$ cat config.mk
export PLATFORM = sky130hd
export DESIGN_NAME = ppit_vstore
export DESIGN_NICKNAME = d
export VERILOG_FILES = /design/src/rtl/core/ppit_vstore.sv
export SDC_FILE = /design/constraint.sdc
export NUM_CORES = 2
export LEC_CHECK = 0
export BUFFER_PORTS_ARGS = -buffer_cell sky130_fd_sc_hd__buf_2
export CAP_MARGIN = 20
export CORE_ASPECT_RATIO = 0.75
export CORE_MARGIN = 1.5
export CORE_UTILIZATION = 57
export DETAILED_ROUTE_END_ITERATION = 6
export PLACE_DENSITY = 0.84
export SLEW_MARGIN = 20
export SYNTH_ARGS = -nofsm -noshare
export SYNTH_HDL_FRONTEND = slang
export SYNTH_SLANG_ARGS = --single-unit
$ cat constraint.sdc
create_clock -name aclk -period 3.49 [get_ports aclk]
set_clock_uncertainty 0.2 [all_clocks]
set_input_delay 0.1745 -clock aclk [delete_from_list [all_inputs] [get_ports aclk]]
set_output_delay 0.1745 -clock aclk [all_outputs]
set_load 0.03 [all_outputs]
$ cat src/rtl/core/ppit_vstore.sv
// Vertex store: single write port, single read port, registered read data.
// Depends on nothing.
module ppit_vstore #(
    parameter int DEPTH = 64,
    parameter int WIDTH = 32
) (
    input  logic                     aclk,
    input  logic                     we,
    input  logic [$clog2(DEPTH)-1:0] waddr,
    input  logic [WIDTH-1:0]         wdata,
    input  logic [$clog2(DEPTH)-1:0] raddr,
    output logic [WIDTH-1:0]         rdata
);
    logic [WIDTH-1:0] mem [DEPTH];
    logic [WIDTH-1:0] rdata_reg;

    always_ff @(posedge aclk) begin
        if (we) begin
            mem[waddr] <= wdata;
        end
    end

    always_ff @(posedge aclk) begin
        rdata_reg <= mem[raddr];
    end

    assign rdata = rdata_reg;
endmodule

==> results.ini <==
[status]
status = finished, final reports clean

[route]
drc = 0
routedWlPerCell_um = 39.6
drt_iter0_markers = 7654
antenna_left = 0
via_per_inst = 7.20
vias = 40500
postRouteWirelength_um = 222000
drt_pass1_iterations = 6

[die]
die_w_um = 432
die_h_um = 324
io_pins = 78
fp.dieArea_um2 = 140000
core_um2 = 136000
initial_core_util = 0.577
num_rows = 117

[sta]
fin_setup_tns_ns = 0
finalHoldViolCount = 0
worst_pin_slew_ns = 1.17
setup-violations-final = 0
fmax_mhz = 341
drv_slew = 0
fin_crit_ns = 2.93
fin_ws_ns = 0.561
rsz0062_at_grt = false
slew_headroom = 0.219
period_share = 0.839

[final_layout]
syn_to_final_growth_pct = 13.4
drive_above_1_share = 0.306
largest_reg_flops = 2048
fill_cells = 8030
nNetsFinal = 3714

[grt]
grt_max_degree = 65
antenna_found_initial = 26
grt.overflow.total = 0
grt_pass1_vias = 40900
grt_pass1_wl_um = 311000
grt_usage = 0.321

[worst_setup_path]
crit_buf_inv = 5
timing.rr.start = mem[21][20]$_DFFE_PP_
critical_path_class = in -> reg
cp_top_family = buffers and inverters
crit_path_end_kind = register
reg2reg_to = rdata[20]$_DFF_P_
required_ns = 3.96
worst-r2r-cell-count = 5
max_stage_delay_ns = 0.64
critPathSlowestCell = nor2b_1
worstPathArrival_ns = 3.40
crit_path_start = raddr[1]
worstPathCellList = dlygate4sd3_1 -> buf_8 -> buf_12 -> buf_4 -> buf_4 -> nor2b_1 -> a22oi_1 -> and3_1 -> o32ai_1 -> nor3_1
cp_max_fo = 32
crit_path_frequent_cell = buf_4
startpoint_type = primary input
r2r_setup_slack_ns = 0.89

[clock_tree]
post-cts-setup-buffers = 0
cts_tree = built
cts_made_buffers = 179
clockBufferDepth = 3
clkLatencyLatePin_ns = 0.83
root_buffer = clkbuf_16
clkTransAtPathRegs_ns = 0.06
cts.sinks = 2080
htreeDepth = 4

[yosys]
avgSynthCellArea_um2 = 23.6
synth_edf_count = 2048
synth_seq_area_share = 0.791
synth_nets = 3370
synth_simple_gate_area_share = 0.0127
synth.most_common_cell = edfxtp_1
ys_async_sr_fraction = 0
synth_area_leader_cell = edfxtp_1
synth.area.mux_share = 0.168
synth_compound_area_frac = 0.0167
synth_fa_ha_area_frac = 0
ys.flop_type = edfxtp_1
synth_area_um2 = 78500
yosys_warnings = 0
ys_seq_elements = 2080
synthTopCellsByCount = 2048 x edfxtp_1, 544 x mux4_2, 137 x nor2_1, 93 x mux2i_1, 84 x o22ai_1
ys_types = 34
synthXorXnorAreaFrac = 0
syn-instance-count = 3324
ys_top_cells_by_area = edfxtp_1 78%, mux4_2 16%, mux2i_1 1.2%
synth_top_family_by_area = multiplexers
synth_top_area_frac = 0.783

[power]
power.leakage_nw = 27.9
power_mw = 50.7
power.density_nw_per_um2 = 569
vdd_drop_max_mv = 0.544

[run]
maxCapViolations = 0

[worst_hold_path]
hp-start = wdata[14]
hold_depth = 2
whs_endpoint = mem[10][14]$_DFFE_PP_
hold_path.class = in -> reg

[placement]
port-buffer-count = 77
gp_congestion = 0.895
place_ws_ns = 0.244
dp_hpwl_um = 119000

## worst reg2reg max path, stage by stage (launching register included)
cell and delay (ns):
edfxtp_1 0.40, mux4_2 0.52, mux2i_1 0.29, nor2_1 0.08, a311oi_1 0.78, nor3_1 0.16
## kinds of logic after synthesis
logic type             after synthesis
buffers and inverters              182
AOI/OAI and AO/OA                  202
and+or+nand+nor                    223
muxes                              637
DFF                               2080
## area by class of cell
| class | instances | area [um^2] | share of cell area |
|---|---|---|---|
| Sequential cell | 2080 | 62100 | 0.698 |
| Tap cell | 1785 | 2230 | 0.0251 |
| Clock buffer | 226 | 4780 | 0.0536 |
| Antenna cell | 11 | 27.5 | 0.000309 |
| Clock inverter | 107 | 970 | 0.0109 |
| Multi-Input combinational cell | 1062 | 16000 | 0.179 |
| Timing Repair Buffer | 345 | 2940 | 0.0330 |
## through the flow
stage	cells	area [um^2]	hold slack, ns	utilization
CTS	5604	89000	0.00522	0.654
global route	5613	89100	0.0581	0.654
finish	5616	89100	0.0565	0.654
global placement	5232	82900	0.328	0.609
detailed placement	5232	82900	0.342	0.609
floorplan	3324	78500	0.0734	-
## how the worst max path moves through the flow
stage	end	slack (ns)	cells after the start
floorplan	mem[39][0]$_DFFE_PP_	0.46	4
global placement	rdata[13]$_DFF_P_	0.27	7
detailed placement	rdata[2]$_DFF_P_	0.24	7
CTS	rdata[4]$_DFF_P_	0.73	10
global route	rdata[4]$_DFF_P_	0.51	10
finish	rdata[4]$_DFF_P_	0.56	10
## cells in the final DEF (no fill, tap or decap), types with 6 or more instances in the layout
cell and n:
edfxtp_1 2048, mux4_2 544, buf_4 208, clkbuf_16 180, mux2i_1 93, o22ai_1 84, nor2_1 75, buf_2 63
a21oi_1 62, nor2_4 62, clkinv_1 45, dlygate4sd3_1 40, clkbuf_1 36, dfxtp_1 32, buf_12 31, o221ai_1 27
clkinv_2 27, nand2_1 26, nor2b_1 15, a22oi_1 12, bufinv_16 12, diode_2 11, clkbuf_8 10, nand2b_1 8
a311oi_1 8, inv_6 6
## routing by layer
metal / wire (um) / global-route usage / vias to the layer above
met1: 70800 / 0.427 / 20600
met2: 104000 / 0.491 / 4106
met5: 128 / 0 / -
li1: - / - / 14900
met3: 34500 / 0.0922 / 752
met4: 12900 / 0.161 / 20
## timing repair
action / in CTS / in global routing
endpoints found under the hold margin: 1217 / 64
endpoints found under the setup margin: 0 / 0
hold buffers: 39 / 1
gates resized for setup: 0 / 0
## where the power goes
group | internal [mW] | leakage, nW | switching [mW]
Clock | 10.7 | 2.80 | 9.25
Combinational | 1.04 | 6.42 | 1.95
Sequential | 27.6 | 18.7 | 0.142
Total | 39.4 | 27.9 | 11.3
No activity file was read; power rests on OpenSTA's default activity.
