[config.mk]
export PLATFORM = sky130hd
export DESIGN_NAME = ppit_engine
export DESIGN_NICKNAME = d
export VERILOG_FILES = /design/src/rtl/core/ppit_pkg.sv /design/src/rtl/core/ppit_orient.sv /design/src/rtl/core/ppit_engine.sv
export SDC_FILE = /design/constraint.sdc
export NUM_CORES = 2
export LEC_CHECK = 0
export ABC_AREA = 1
export BUFFER_PORTS_ARGS = -buffer_cell sky130_fd_sc_hd__buf_2
export CAP_MARGIN = 20
export CORE_MARGIN = 1
export CORE_UTILIZATION = 29
export CTS_BUF_LIST = sky130_fd_sc_hd__clkbuf_4 sky130_fd_sc_hd__clkbuf_8
export CTS_CLUSTER_SIZE = 30
export DETAILED_ROUTE_END_ITERATION = 12
export HOLD_SLACK_MARGIN = 0.1
export RECOVER_POWER = 100
export SLEW_MARGIN = 20
export SYNTH_ARGS = -nofsm -noshare
export SYNTH_HDL_FRONTEND = slang
export SYNTH_SLANG_ARGS = --single-unit
[constraint.sdc]
create_clock -name aclk -period 6.1 [get_ports aclk]
set_input_delay 0.915 -clock aclk [delete_from_list [all_inputs] [get_ports aclk]]
set_output_delay 0.915 -clock aclk [all_outputs]
set_load 0.01 [all_outputs]
[src/rtl/core/ppit_pkg.sv]
// Shared types and constants for the polygon pair intersection test.
// No dependencies.
package ppit_pkg;

    localparam int PPIT_MAX_VERTICES = 64;
    localparam int PPIT_COORD_BITS   = 16;

    // Sign of a cross product: negative, zero, positive when both clear.
    typedef struct packed {
        logic neg;
        logic zero;
    } ppit_sgn_t;

    // Status from the test engine back to the top level.
    typedef struct packed {
        logic done;
        logic meet;
    } ppit_res_t;

endpackage

[src/rtl/core/ppit_orient.sv]
// Three-stage orientation pipeline: sign of (q - p) x (r - p).
// Depends on ppit_pkg.
module ppit_orient #(
    parameter int COORD_BITS = 16
) (
    input  logic                      aclk,
    input  logic                      aresetn,
    input  logic                      in_valid,
    input  logic [2*COORD_BITS-1:0]   p,
    input  logic [2*COORD_BITS-1:0]   q,
    input  logic [2*COORD_BITS-1:0]   r,
    output logic                      out_valid,
    output ppit_pkg::ppit_sgn_t       out_sign
);
    import ppit_pkg::*;

    localparam int CB = COORD_BITS;
    localparam int DW = CB + 1;
    localparam int PW = 2 * CB + 2;
    localparam int SW = 2 * CB + 3;

    logic signed [CB-1:0] px, py, qx, qy, rx, ry;
    logic signed [DW-1:0] dx1_reg, dy1_reg, dx2_reg, dy2_reg;
    logic signed [PW-1:0] m1_reg, m2_reg;
    logic signed [SW-1:0] diff;
    logic                 v1_reg, v2_reg, v3_reg;
    ppit_sgn_t            sign_reg;

    assign px = $signed(p[CB-1:0]);
    assign py = $signed(p[2*CB-1:CB]);
    assign qx = $signed(q[CB-1:0]);
    assign qy = $signed(q[2*CB-1:CB]);
    assign rx = $signed(r[CB-1:0]);
    assign ry = $signed(r[2*CB-1:CB]);
    assign diff = SW'(m1_reg) - SW'(m2_reg);

    always_ff @(posedge aclk) begin
        if (!aresetn) begin
            v1_reg <= 1'b0;
            v2_reg <= 1'b0;
            v3_reg <= 1'b0;
        end else begin
            v1_reg <= in_valid;
            v2_reg <= v1_reg;
            v3_reg <= v2_reg;
        end
        dx1_reg       <= DW'(qx) - DW'(px);
        dy1_reg       <= DW'(qy) - DW'(py);
        dx2_reg       <= DW'(rx) - DW'(px);
        dy2_reg       <= DW'(ry) - DW'(py);
        m1_reg        <= PW'(dx1_reg) * PW'(dy2_reg);
        m2_reg        <= PW'(dy1_reg) * PW'(dx2_reg);
        sign_reg.neg  <= diff[SW-1];
        sign_reg.zero <= (diff == '0);
    end

    assign out_valid = v3_reg;
    assign out_sign  = sign_reg;
endmodule

[src/rtl/core/ppit_engine.sv]
// Test sequencer: walks edge pairs, then the two containment passes, reading
// both vertex stores and feeding the shared orientation pipeline.
// Depends on ppit_pkg and ppit_orient.
module ppit_engine #(
    parameter int MAX_VERTICES = 64,
    parameter int COORD_BITS   = 16
) (
    input  logic                              aclk,
    input  logic                              aresetn,
    input  logic                              start,
    input  logic [$clog2(MAX_VERTICES+1)-1:0] count_a,
    input  logic [$clog2(MAX_VERTICES+1)-1:0] count_b,
    output logic [$clog2(MAX_VERTICES)-1:0]   raddr_a,
    output logic [$clog2(MAX_VERTICES)-1:0]   raddr_b,
    input  logic [2*COORD_BITS-1:0]           rdata_a,
    input  logic [2*COORD_BITS-1:0]           rdata_b,
    output ppit_pkg::ppit_res_t               res
);
    import ppit_pkg::*;

    localparam int CB = COORD_BITS;
    localparam int VW = 2 * CB;
    localparam int AW = $clog2(MAX_VERTICES);
    localparam int CW = $clog2(MAX_VERTICES + 1);
    localparam int XW = AW + 1;

    typedef enum logic [4:0] {
        E_IDLE, E_RA1, E_RA2, E_RA3, E_RB1, E_RB2, E_RBW, E_ISS, E_WAIT, E_EVAL,
        E_CP, E_CP2, E_CR1, E_CR2, E_CR3, E_CISS, E_CWAIT, E_CEVAL, E_DONE
    } state_t;

    state_t          state_reg;
    logic [AW-1:0]   i_reg, j_reg, e_reg;
    logic [1:0]      k_reg, rk_reg;
    logic            pass_reg, inside_reg, meet_reg;
    logic [VW-1:0]   v_reg [4];
    ppit_sgn_t       o_reg [4];

    logic            o_in_valid, o_valid;
    logic [VW-1:0]   op, oq, orr, pt_data, poly_data;
    ppit_sgn_t       o_sign;
    logic [CW-1:0]   n_poly;
    logic            i_last, j_last, e_last;
    logic [AW-1:0]   i_next, j_next, e_prev;
    logic            meet_edge, on_edge, toggle, inside_next;
    logic signed [CB-1:0] py0, py1, py2;

    function automatic logic idx_last(input logic [AW-1:0] idx, input logic [CW-1:0] n);
        return (XW'(idx) + XW'(1)) == XW'(n);
    endfunction

    function automatic logic on_seg(input logic [VW-1:0] p, input logic [VW-1:0] a,
                                    input logic [VW-1:0] b, input ppit_sgn_t o);
        logic signed [CB-1:0] px, py, ax, ay, bx, by;
        logic                 x_ok, y_ok;
        px = $signed(p[CB-1:0]);
        py = $signed(p[VW-1:CB]);
        ax = $signed(a[CB-1:0]);
        ay = $signed(a[VW-1:CB]);
        bx = $signed(b[CB-1:0]);
        by = $signed(b[VW-1:CB]);
        x_ok = (px >= ax && px <= bx) || (px <= ax && px >= bx);
        y_ok = (py >= ay && py <= by) || (py <= ay && py >= by);
        if (a == b) begin
            return p == a;
        end
        // collinear and inside the bounding box means on the segment
        return o.zero && x_ok && y_ok;
    endfunction

    assign i_last = idx_last(i_reg, count_a);
    assign j_last = idx_last(j_reg, count_b);
    assign n_poly = pass_reg ? count_a : count_b;
    assign e_last = idx_last(e_reg, n_poly);
    assign i_next = i_last ? '0 : i_reg + AW'(1);
    assign j_next = j_last ? '0 : j_reg + AW'(1);
    assign e_prev = (e_reg == '0) ? AW'(n_poly - CW'(1)) : e_reg - AW'(1);

    // pass 0 tests A's first vertex against B, pass 1 the other way round
    assign pt_data   = pass_reg ? rdata_b : rdata_a;
    assign poly_data = pass_reg ? rdata_a : rdata_b;

    always_comb begin
        raddr_a = '0;
        raddr_b = '0;
        unique case (state_reg)
            E_RA1:   raddr_a = i_reg;
            E_RA2:   raddr_a = i_next;
            E_RB1:   raddr_b = j_reg;
            E_RB2:   raddr_b = j_next;
            E_CR1: begin
                raddr_a = e_reg;
                raddr_b = e_reg;
            end
            E_CR2: begin
                raddr_a = e_prev;
                raddr_b = e_prev;
            end
            default: ;
        endcase
    end

    always_comb begin
        o_in_valid = 1'b0;
        op  = v_reg[1];
        oq  = v_reg[2];
        orr = v_reg[0];
        if (state_reg == E_ISS) begin
            o_in_valid = 1'b1;
            unique case (k_reg)
                2'd0: begin op = v_reg[0]; oq = v_reg[1]; orr = v_reg[2]; end
                2'd1: begin op = v_reg[0]; oq = v_reg[1]; orr = v_reg[3]; end
                2'd2: begin op = v_reg[2]; oq = v_reg[3]; orr = v_reg[0]; end
                default: begin op = v_reg[2]; oq = v_reg[3]; orr = v_reg[1]; end
            endcase
        end else if (state_reg == E_CISS) begin
            o_in_valid = 1'b1;
        end
    end

    ppit_orient #(.COORD_BITS(COORD_BITS)) u_orient (
        .aclk      (aclk),
        .aresetn   (aresetn),
        .in_valid  (o_in_valid),
        .p         (op),
        .q         (oq),
        .r         (orr),
        .out_valid (o_valid),
        .out_sign  (o_sign)
    );

    // edge pair: a1 = v0, a2 = v1, b1 = v2, b2 = v3
    assign meet_edge = on_seg(v_reg[0], v_reg[2], v_reg[3], o_reg[2]) ||
                       on_seg(v_reg[1], v_reg[2], v_reg[3], o_reg[3]) ||
                       on_seg(v_reg[2], v_reg[0], v_reg[1], o_reg[0]) ||
                       on_seg(v_reg[3], v_reg[0], v_reg[1], o_reg[1]) ||
                       ((o_reg[0] != o_reg[1]) && (o_reg[2] != o_reg[3]));

    // containment: point = v0, previous vertex = v1, current vertex = v2
    assign py0 = $signed(v_reg[0][VW-1:CB]);
    assign py1 = $signed(v_reg[1][VW-1:CB]);
    assign py2 = $signed(v_reg[2][VW-1:CB]);
    assign on_edge = on_seg(v_reg[0], v_reg[1], v_reg[2], o_reg[0]);
    assign toggle  = ((py2 > py0) != (py1 > py0)) &&
                     ((py1 > py2) ? o_reg[0].neg : (!o_reg[0].neg && !o_reg[0].zero));
    assign inside_next = inside_reg ^ toggle;

    always_ff @(posedge aclk) begin
        if (!aresetn) begin
            state_reg <= E_IDLE;
            meet_reg  <= 1'b0;
            rk_reg    <= '0;
        end else begin
            if (o_valid) begin
                o_reg[rk_reg] <= o_sign;
                rk_reg        <= rk_reg + 2'd1;
            end
            unique case (state_reg)
                E_IDLE: begin
                    if (start) begin
                        i_reg     <= '0;
                        j_reg     <= '0;
                        pass_reg  <= 1'b0;
                        state_reg <= E_RA1;
                    end
                end
                E_RA1: state_reg <= E_RA2;
                E_RA2: begin
                    v_reg[0]  <= rdata_a;
                    state_reg <= E_RA3;
                end
                E_RA3: begin
                    v_reg[1]  <= rdata_a;
                    state_reg <= E_RB1;
                end
                E_RB1: state_reg <= E_RB2;
                E_RB2: begin
                    v_reg[2]  <= rdata_b;
                    state_reg <= E_RBW;
                end
                E_RBW: begin
                    v_reg[3]  <= rdata_b;
                    k_reg     <= '0;
                    rk_reg    <= '0;
                    state_reg <= E_ISS;
                end
                E_ISS: begin
                    k_reg <= k_reg + 2'd1;
                    if (k_reg == 2'd3) begin
                        state_reg <= E_WAIT;
                    end
                end
                E_WAIT: begin
                    if (o_valid && rk_reg == 2'd3) begin
                        state_reg <= E_EVAL;
                    end
                end
                E_EVAL: begin
                    if (meet_edge) begin
                        meet_reg  <= 1'b1;
                        state_reg <= E_DONE;
                    end else if (j_last) begin
                        j_reg <= '0;
                        if (i_last) begin
                            pass_reg  <= 1'b0;
                            state_reg <= E_CP;
                        end else begin
                            i_reg     <= i_next;
                            state_reg <= E_RA1;
                        end
                    end else begin
                        j_reg     <= j_next;
                        state_reg <= E_RB1;
                    end
                end
                E_CP: state_reg <= E_CP2;
                E_CP2: begin
                    v_reg[0]   <= pt_data;
                    e_reg      <= '0;
                    inside_reg <= 1'b0;
                    state_reg  <= E_CR1;
                end
                E_CR1: state_reg <= E_CR2;
                E_CR2: begin
                    v_reg[2]  <= poly_data;
                    state_reg <= E_CR3;
                end
                E_CR3: begin
                    v_reg[1]  <= poly_data;
                    rk_reg    <= '0;
                    state_reg <= E_CISS;
                end
                E_CISS: state_reg <= E_CWAIT;
                E_CWAIT: begin
                    if (o_valid) begin
                        state_reg <= E_CEVAL;
                    end
                end
                E_CEVAL: begin
                    if (on_edge) begin
                        meet_reg  <= 1'b1;
                        state_reg <= E_DONE;
                    end else if (e_last) begin
                        if (inside_next) begin
                            meet_reg  <= 1'b1;
                            state_reg <= E_DONE;
                        end else if (!pass_reg) begin
                            pass_reg  <= 1'b1;
                            state_reg <= E_CP;
                        end else begin
                            meet_reg  <= 1'b0;
                            state_reg <= E_DONE;
                        end
                    end else begin
                        inside_reg <= inside_next;
                        e_reg      <= e_reg + AW'(1);
                        state_reg  <= E_CR1;
                    end
                end
                E_DONE: state_reg <= E_IDLE;
                default: state_reg <= E_IDLE;
            endcase
        end
    end

    assign res.done = (state_reg == E_DONE);
    assign res.meet = meet_reg;
endmodule

==> out/summary.md <==
For the pin with the worst max-slew slack, the measured transition is 2950 ps. The time the final worst path needs with I/O delays and setup is 5810 ps. The storage element area was 7740 um2; the number of DRC markers after the initial detailed-route iteration was 2,389.

For the initial antenna violation count, the log shows 4. The tools report the type of element launching the critical path as a flip-flop. The worst reg2reg path depth was 21. The tools report the critical path capture point type as a flip-flop.

Sorting the synthesized cells by how often they occur yields 1,413 x sky130_fd_sc_hd__nand2_1, 1,352 x sky130_fd_sc_hd__inv_1, 597 x sky130_fd_sc_hd__fa_1. Counting flops with a built-in enable in the synthesized netlist gives 158. The run gives 286 ps as the worst path setup slack after routing. The run gives 6,986 as the post-synthesis net count. The tools report the part of the Yosys area used for sequential elements as 17.0%. TritonCTS built the clock tree. The via density per instance works out to 4.63.

The final count of negative-setup-slack endpoints was 0; the number of iterations in the first detailed-routing pass was 5. The worst setup path is of the flip-flop to flip-flop kind. The worst hold path was traced through 2 stages. For the depth of the CTS H-tree, the log shows 2. Global routing finished with a remaining overflow of 0. For this design, the sink count on the clock tree is 307.

The final reports fail on max-capacitance violations, max-slew violations. The clock passes through at most 3 buffers. Summed over all failing endpoints, the final setup total negative slack is 0 ps. In this run the cell area of the synthesized design comes to 45,400 um2.

Root buffer selected by CTS: sky130_fd_sc_hd__clkbuf_8. For this run, design rule violations remaining after detail routing come to 0. For the final database, setup skew stands at 72.2 ps. The worst register-to-register path has a setup slack of 290 ps.

Summed over all nets, the half-perimeter wirelength after detailed placement is 105,000 um. The floorplan has 144 rows. The floorplan step set the die height to 398 um.

Summing over every cut layer, the via total after detailed routing is 37,100. STA puts the critical path data arrival time at 6390 ps. Synthesis inferred 307 register bits.

Derived from the worst setup path, the maximum achievable clock frequency is 0.172 GHz. The clock network latency to the later pin of the worst-skew pair is 720 ps. Setup repair after global routing left no endpoint under its margin.

The number of hold buffers added after CTS was 0. The tools report the number of slew-limit violations in the final report as 320. The first global-routing pass estimated 201,000 um of wire.

The largest net degree at the start of global routing was 92. The tightest min-delay check is of the flip-flop to flip-flop type. The via count of the first global-routing pass is 38,000. The tools report the capture endpoint of the worst hold path as u_orient.v2_reg. During synthesis, Yosys emitted a total of 0 warnings. Summed over its instances, the top area cell type makes up 26.3% of the synthesized netlist area. Initial core utilization: 29.3%. In the synthesized netlist the dominant register cell turns out to be sky130_fd_sc_hd__edfxtp_1. By area the synthesized netlist is led by sky130_fd_sc_hd__fa_1 26%, sky130_fd_sc_hd__ha_1 12%, sky130_fd_sc_hd__nand2_1 12%. The cell taking the most area after synthesis is sky130_fd_sc_hd__fa_1. In this run the critical register-to-register path is captured at u_orient.m1_reg[25].

The register with the most flip-flops in the layout has 128 of them. The final layout contains routed wiring with a total length of 123,000 um. Most instantiated library cell after synthesis: sky130_fd_sc_hd__nand2_1. The count of nets left with antenna violations after detail routing was 0; the pre-CTS setup slack was 206 ps. The die is 398 um wide. Buffers placed on the I/O ports in this run total 94. The tool flagged a number of max-cap violations equal to 8. For the standard cell area after detailed placement, the log shows 48,700 um2. Clock-pin slew was measured on the worst setup and hold paths at 60 ps. The critical path required time came out at 6680 ps. Part of the cycle the worst path needs: 95.3%. During I/O placement, the number of pins put on the boundary was 95. Routability-driven placement finished with a final weighted congestion of 0.910. The area of the core region was 155,000 um2. The net count of the finished layout came out at 7,041. From synthesis to final layout, the design area changed by 9.64%. Headroom to the max-slew limit came out at -97.1%. The run gives 61 as the count of distinct cell types in the synthesized netlist. In this run the worst path has a maximum fanout of 11. The number of fillers in the final layout is 16,300.

The tools report the launch point of the worst hold path as u_orient.v1_reg. Number of hold-slack violations in the final timing report: 0. For the floorplan die area, the log shows 158,000 um2.

The share of cells above drive strength 1 works out to 6.55%. The run gives 0 as the number of antenna diodes. The cell count after synthesis came out at 5,867. The finished cells cover 49,800 um2. The number of clock buffers added by TritonCTS is 56.

The flow ran to the end, but the final reports show violations. Of all flip-flops after synthesis, the portion carrying an async set or reset was 0%. The average cell area after synthesis came out at 7.74 um2. Dividing the detail-routed wire length by the instance count gives 15.4 um. The multi-input combinational cells in the finished layout cover a total of 31,600 um2. The worst register-to-register path begins at u_orient.dx1_reg[6].

For this run, the total global-route usage over all layers was measured as 15.7%.
-- critical path, stage by stage (launching register included) --
cell	delay [ps]
sky130_fd_sc_hd__dfxtp_1	630
sky130_fd_sc_hd__buf_4	260
sky130_fd_sc_hd__nand2_1	60
sky130_fd_sc_hd__inv_1	80
sky130_fd_sc_hd__fa_1	420
sky130_fd_sc_hd__inv_1	90
sky130_fd_sc_hd__fa_1	430
sky130_fd_sc_hd__fa_1	500
sky130_fd_sc_hd__fa_1	550
sky130_fd_sc_hd__inv_1	50
sky130_fd_sc_hd__fa_1	470
sky130_fd_sc_hd__inv_1	50
sky130_fd_sc_hd__fa_1	480
sky130_fd_sc_hd__inv_1	40
sky130_fd_sc_hd__ha_1	330
sky130_fd_sc_hd__a21oi_1	130
sky130_fd_sc_hd__a21boi_2	320
sky130_fd_sc_hd__clkinv_1	110
sky130_fd_sc_hd__a21oi_1	230
sky130_fd_sc_hd__o21ai_0	160
sky130_fd_sc_hd__a21oi_1	180
sky130_fd_sc_hd__xnor2_1	150
-- layer usage --
layer | global-route usage [%] | wire (um) | vias up | part of all wire (%)
li1 | - | - | 18200 | -
met1 | 21.0 | 56100 | 17800 | 45
met2 | 27.0 | 58300 | 961 | 47
met3 | 1.61 | 6010 | 163 | 4.9
met4 | 3.94 | 3040 | 8 | 2.5
met5 | 0 | 47 | - | 0.038
-- worst max path at each step --
stage | start | to | slack, ps
final | u_orient.dx1_reg[6] | u_orient.m1_reg[25] | 290
after global routing | u_orient.dx1_reg[6] | u_orient.m1_reg[25] | 20
after CTS | u_orient.dy1_reg[16] | u_orient.m2_reg[32] | 190
after detailed placement | u_orient.dy1_reg[16] | u_orient.m2_reg[32] | 210
after global placement | u_orient.dy1_reg[15] | u_orient.m2_reg[32] | 290
after floorplan | u_orient.dy1_reg[16] | u_orient.m2_reg[32] | 220
-- logic make-up after synthesis --
kind of cell / after synthesis / synth area share (%)
AOI/OAI and AO/OA: 786 / 10.2
xor gates and xnor gates: 182 / 3.54
adders and majority gates: 1038 / 38.5
buffers and inverters: 1591 / 13.2
DFF: 307 / 17.0
muxes: 1 / 0.0220
and+or+nand+nor: 1962 / 17.5
-- what timing repair did --
item	in CTS	in global routing
resized for setup	0	15
endpoints found under the setup margin	0	5
buffers inserted	0	0
-- layout by cell type (no fill, tap or decap), types with 7 or more instances in the layout --
cell                        count
sky130_fd_sc_hd__a21oi_2       11
sky130_fd_sc_hd__nand3_2        7
sky130_fd_sc_hd__clkbuf_1      25
sky130_fd_sc_hd__nand2_1     1415
sky130_fd_sc_hd__dfxtp_1      137
sky130_fd_sc_hd__xnor2_1       76
sky130_fd_sc_hd__nor3_1        32
sky130_fd_sc_hd__nand3_1      133
sky130_fd_sc_hd__a31oi_1       38
sky130_fd_sc_hd__o21a_1        12
sky130_fd_sc_hd__o21bai_1      11
sky130_fd_sc_hd__nand2_2       14
sky130_fd_sc_hd__clkbuf_8      58
sky130_fd_sc_hd__o21ai_1       15
sky130_fd_sc_hd__o22ai_1       32
sky130_fd_sc_hd__buf_4        108
sky130_fd_sc_hd__edfxtp_1     158
sky130_fd_sc_hd__a21o_1        16
sky130_fd_sc_hd__nand3b_1       7
sky130_fd_sc_hd__xor2_1       104
sky130_fd_sc_hd__o211ai_1      52
sky130_fd_sc_hd__a211oi_1       9
sky130_fd_sc_hd__a21oi_1      260
sky130_fd_sc_hd__ha_1         441
sky130_fd_sc_hd__o21ai_0      254
sky130_fd_sc_hd__bufinv_16      7
sky130_fd_sc_hd__o221ai_1       9
sky130_fd_sc_hd__fa_1         596
sky130_fd_sc_hd__o21ai_2        8
sky130_fd_sc_hd__nand4_1       41
sky130_fd_sc_hd__or2_2         14
sky130_fd_sc_hd__inv_1       1355
sky130_fd_sc_hd__clkbuf_4      19
sky130_fd_sc_hd__a221oi_1      32
sky130_fd_sc_hd__dfxtp_2       12
sky130_fd_sc_hd__clkinv_1      12
sky130_fd_sc_hd__buf_2         81
sky130_fd_sc_hd__nor2_1       266
-- area by class of cell --
class / count / share of cell area [%]
tap: 2044 / 5.14
multi-input combinational: 3969 / 63.5
clock buffer: 77 / 1.89
sequential: 307 / 15.6
inverter: 1367 / 10.3
clock inverter: 27 / 0.686
timing repair buffer: 221 / 2.90
-- per-stage QoR --
stage,hold WS [ps],utilization (%),cells
floorplan,390,-,5867
finish,402,32.2,8012
detailed placement,405,31.4,7908
global placement,395,31.4,7908
CTS,409,32.3,8012
global route,425,32.2,8012
Power is not shown: default switching activity piles up to over one toggle a cycle in this logic, so the estimate is an artifact.
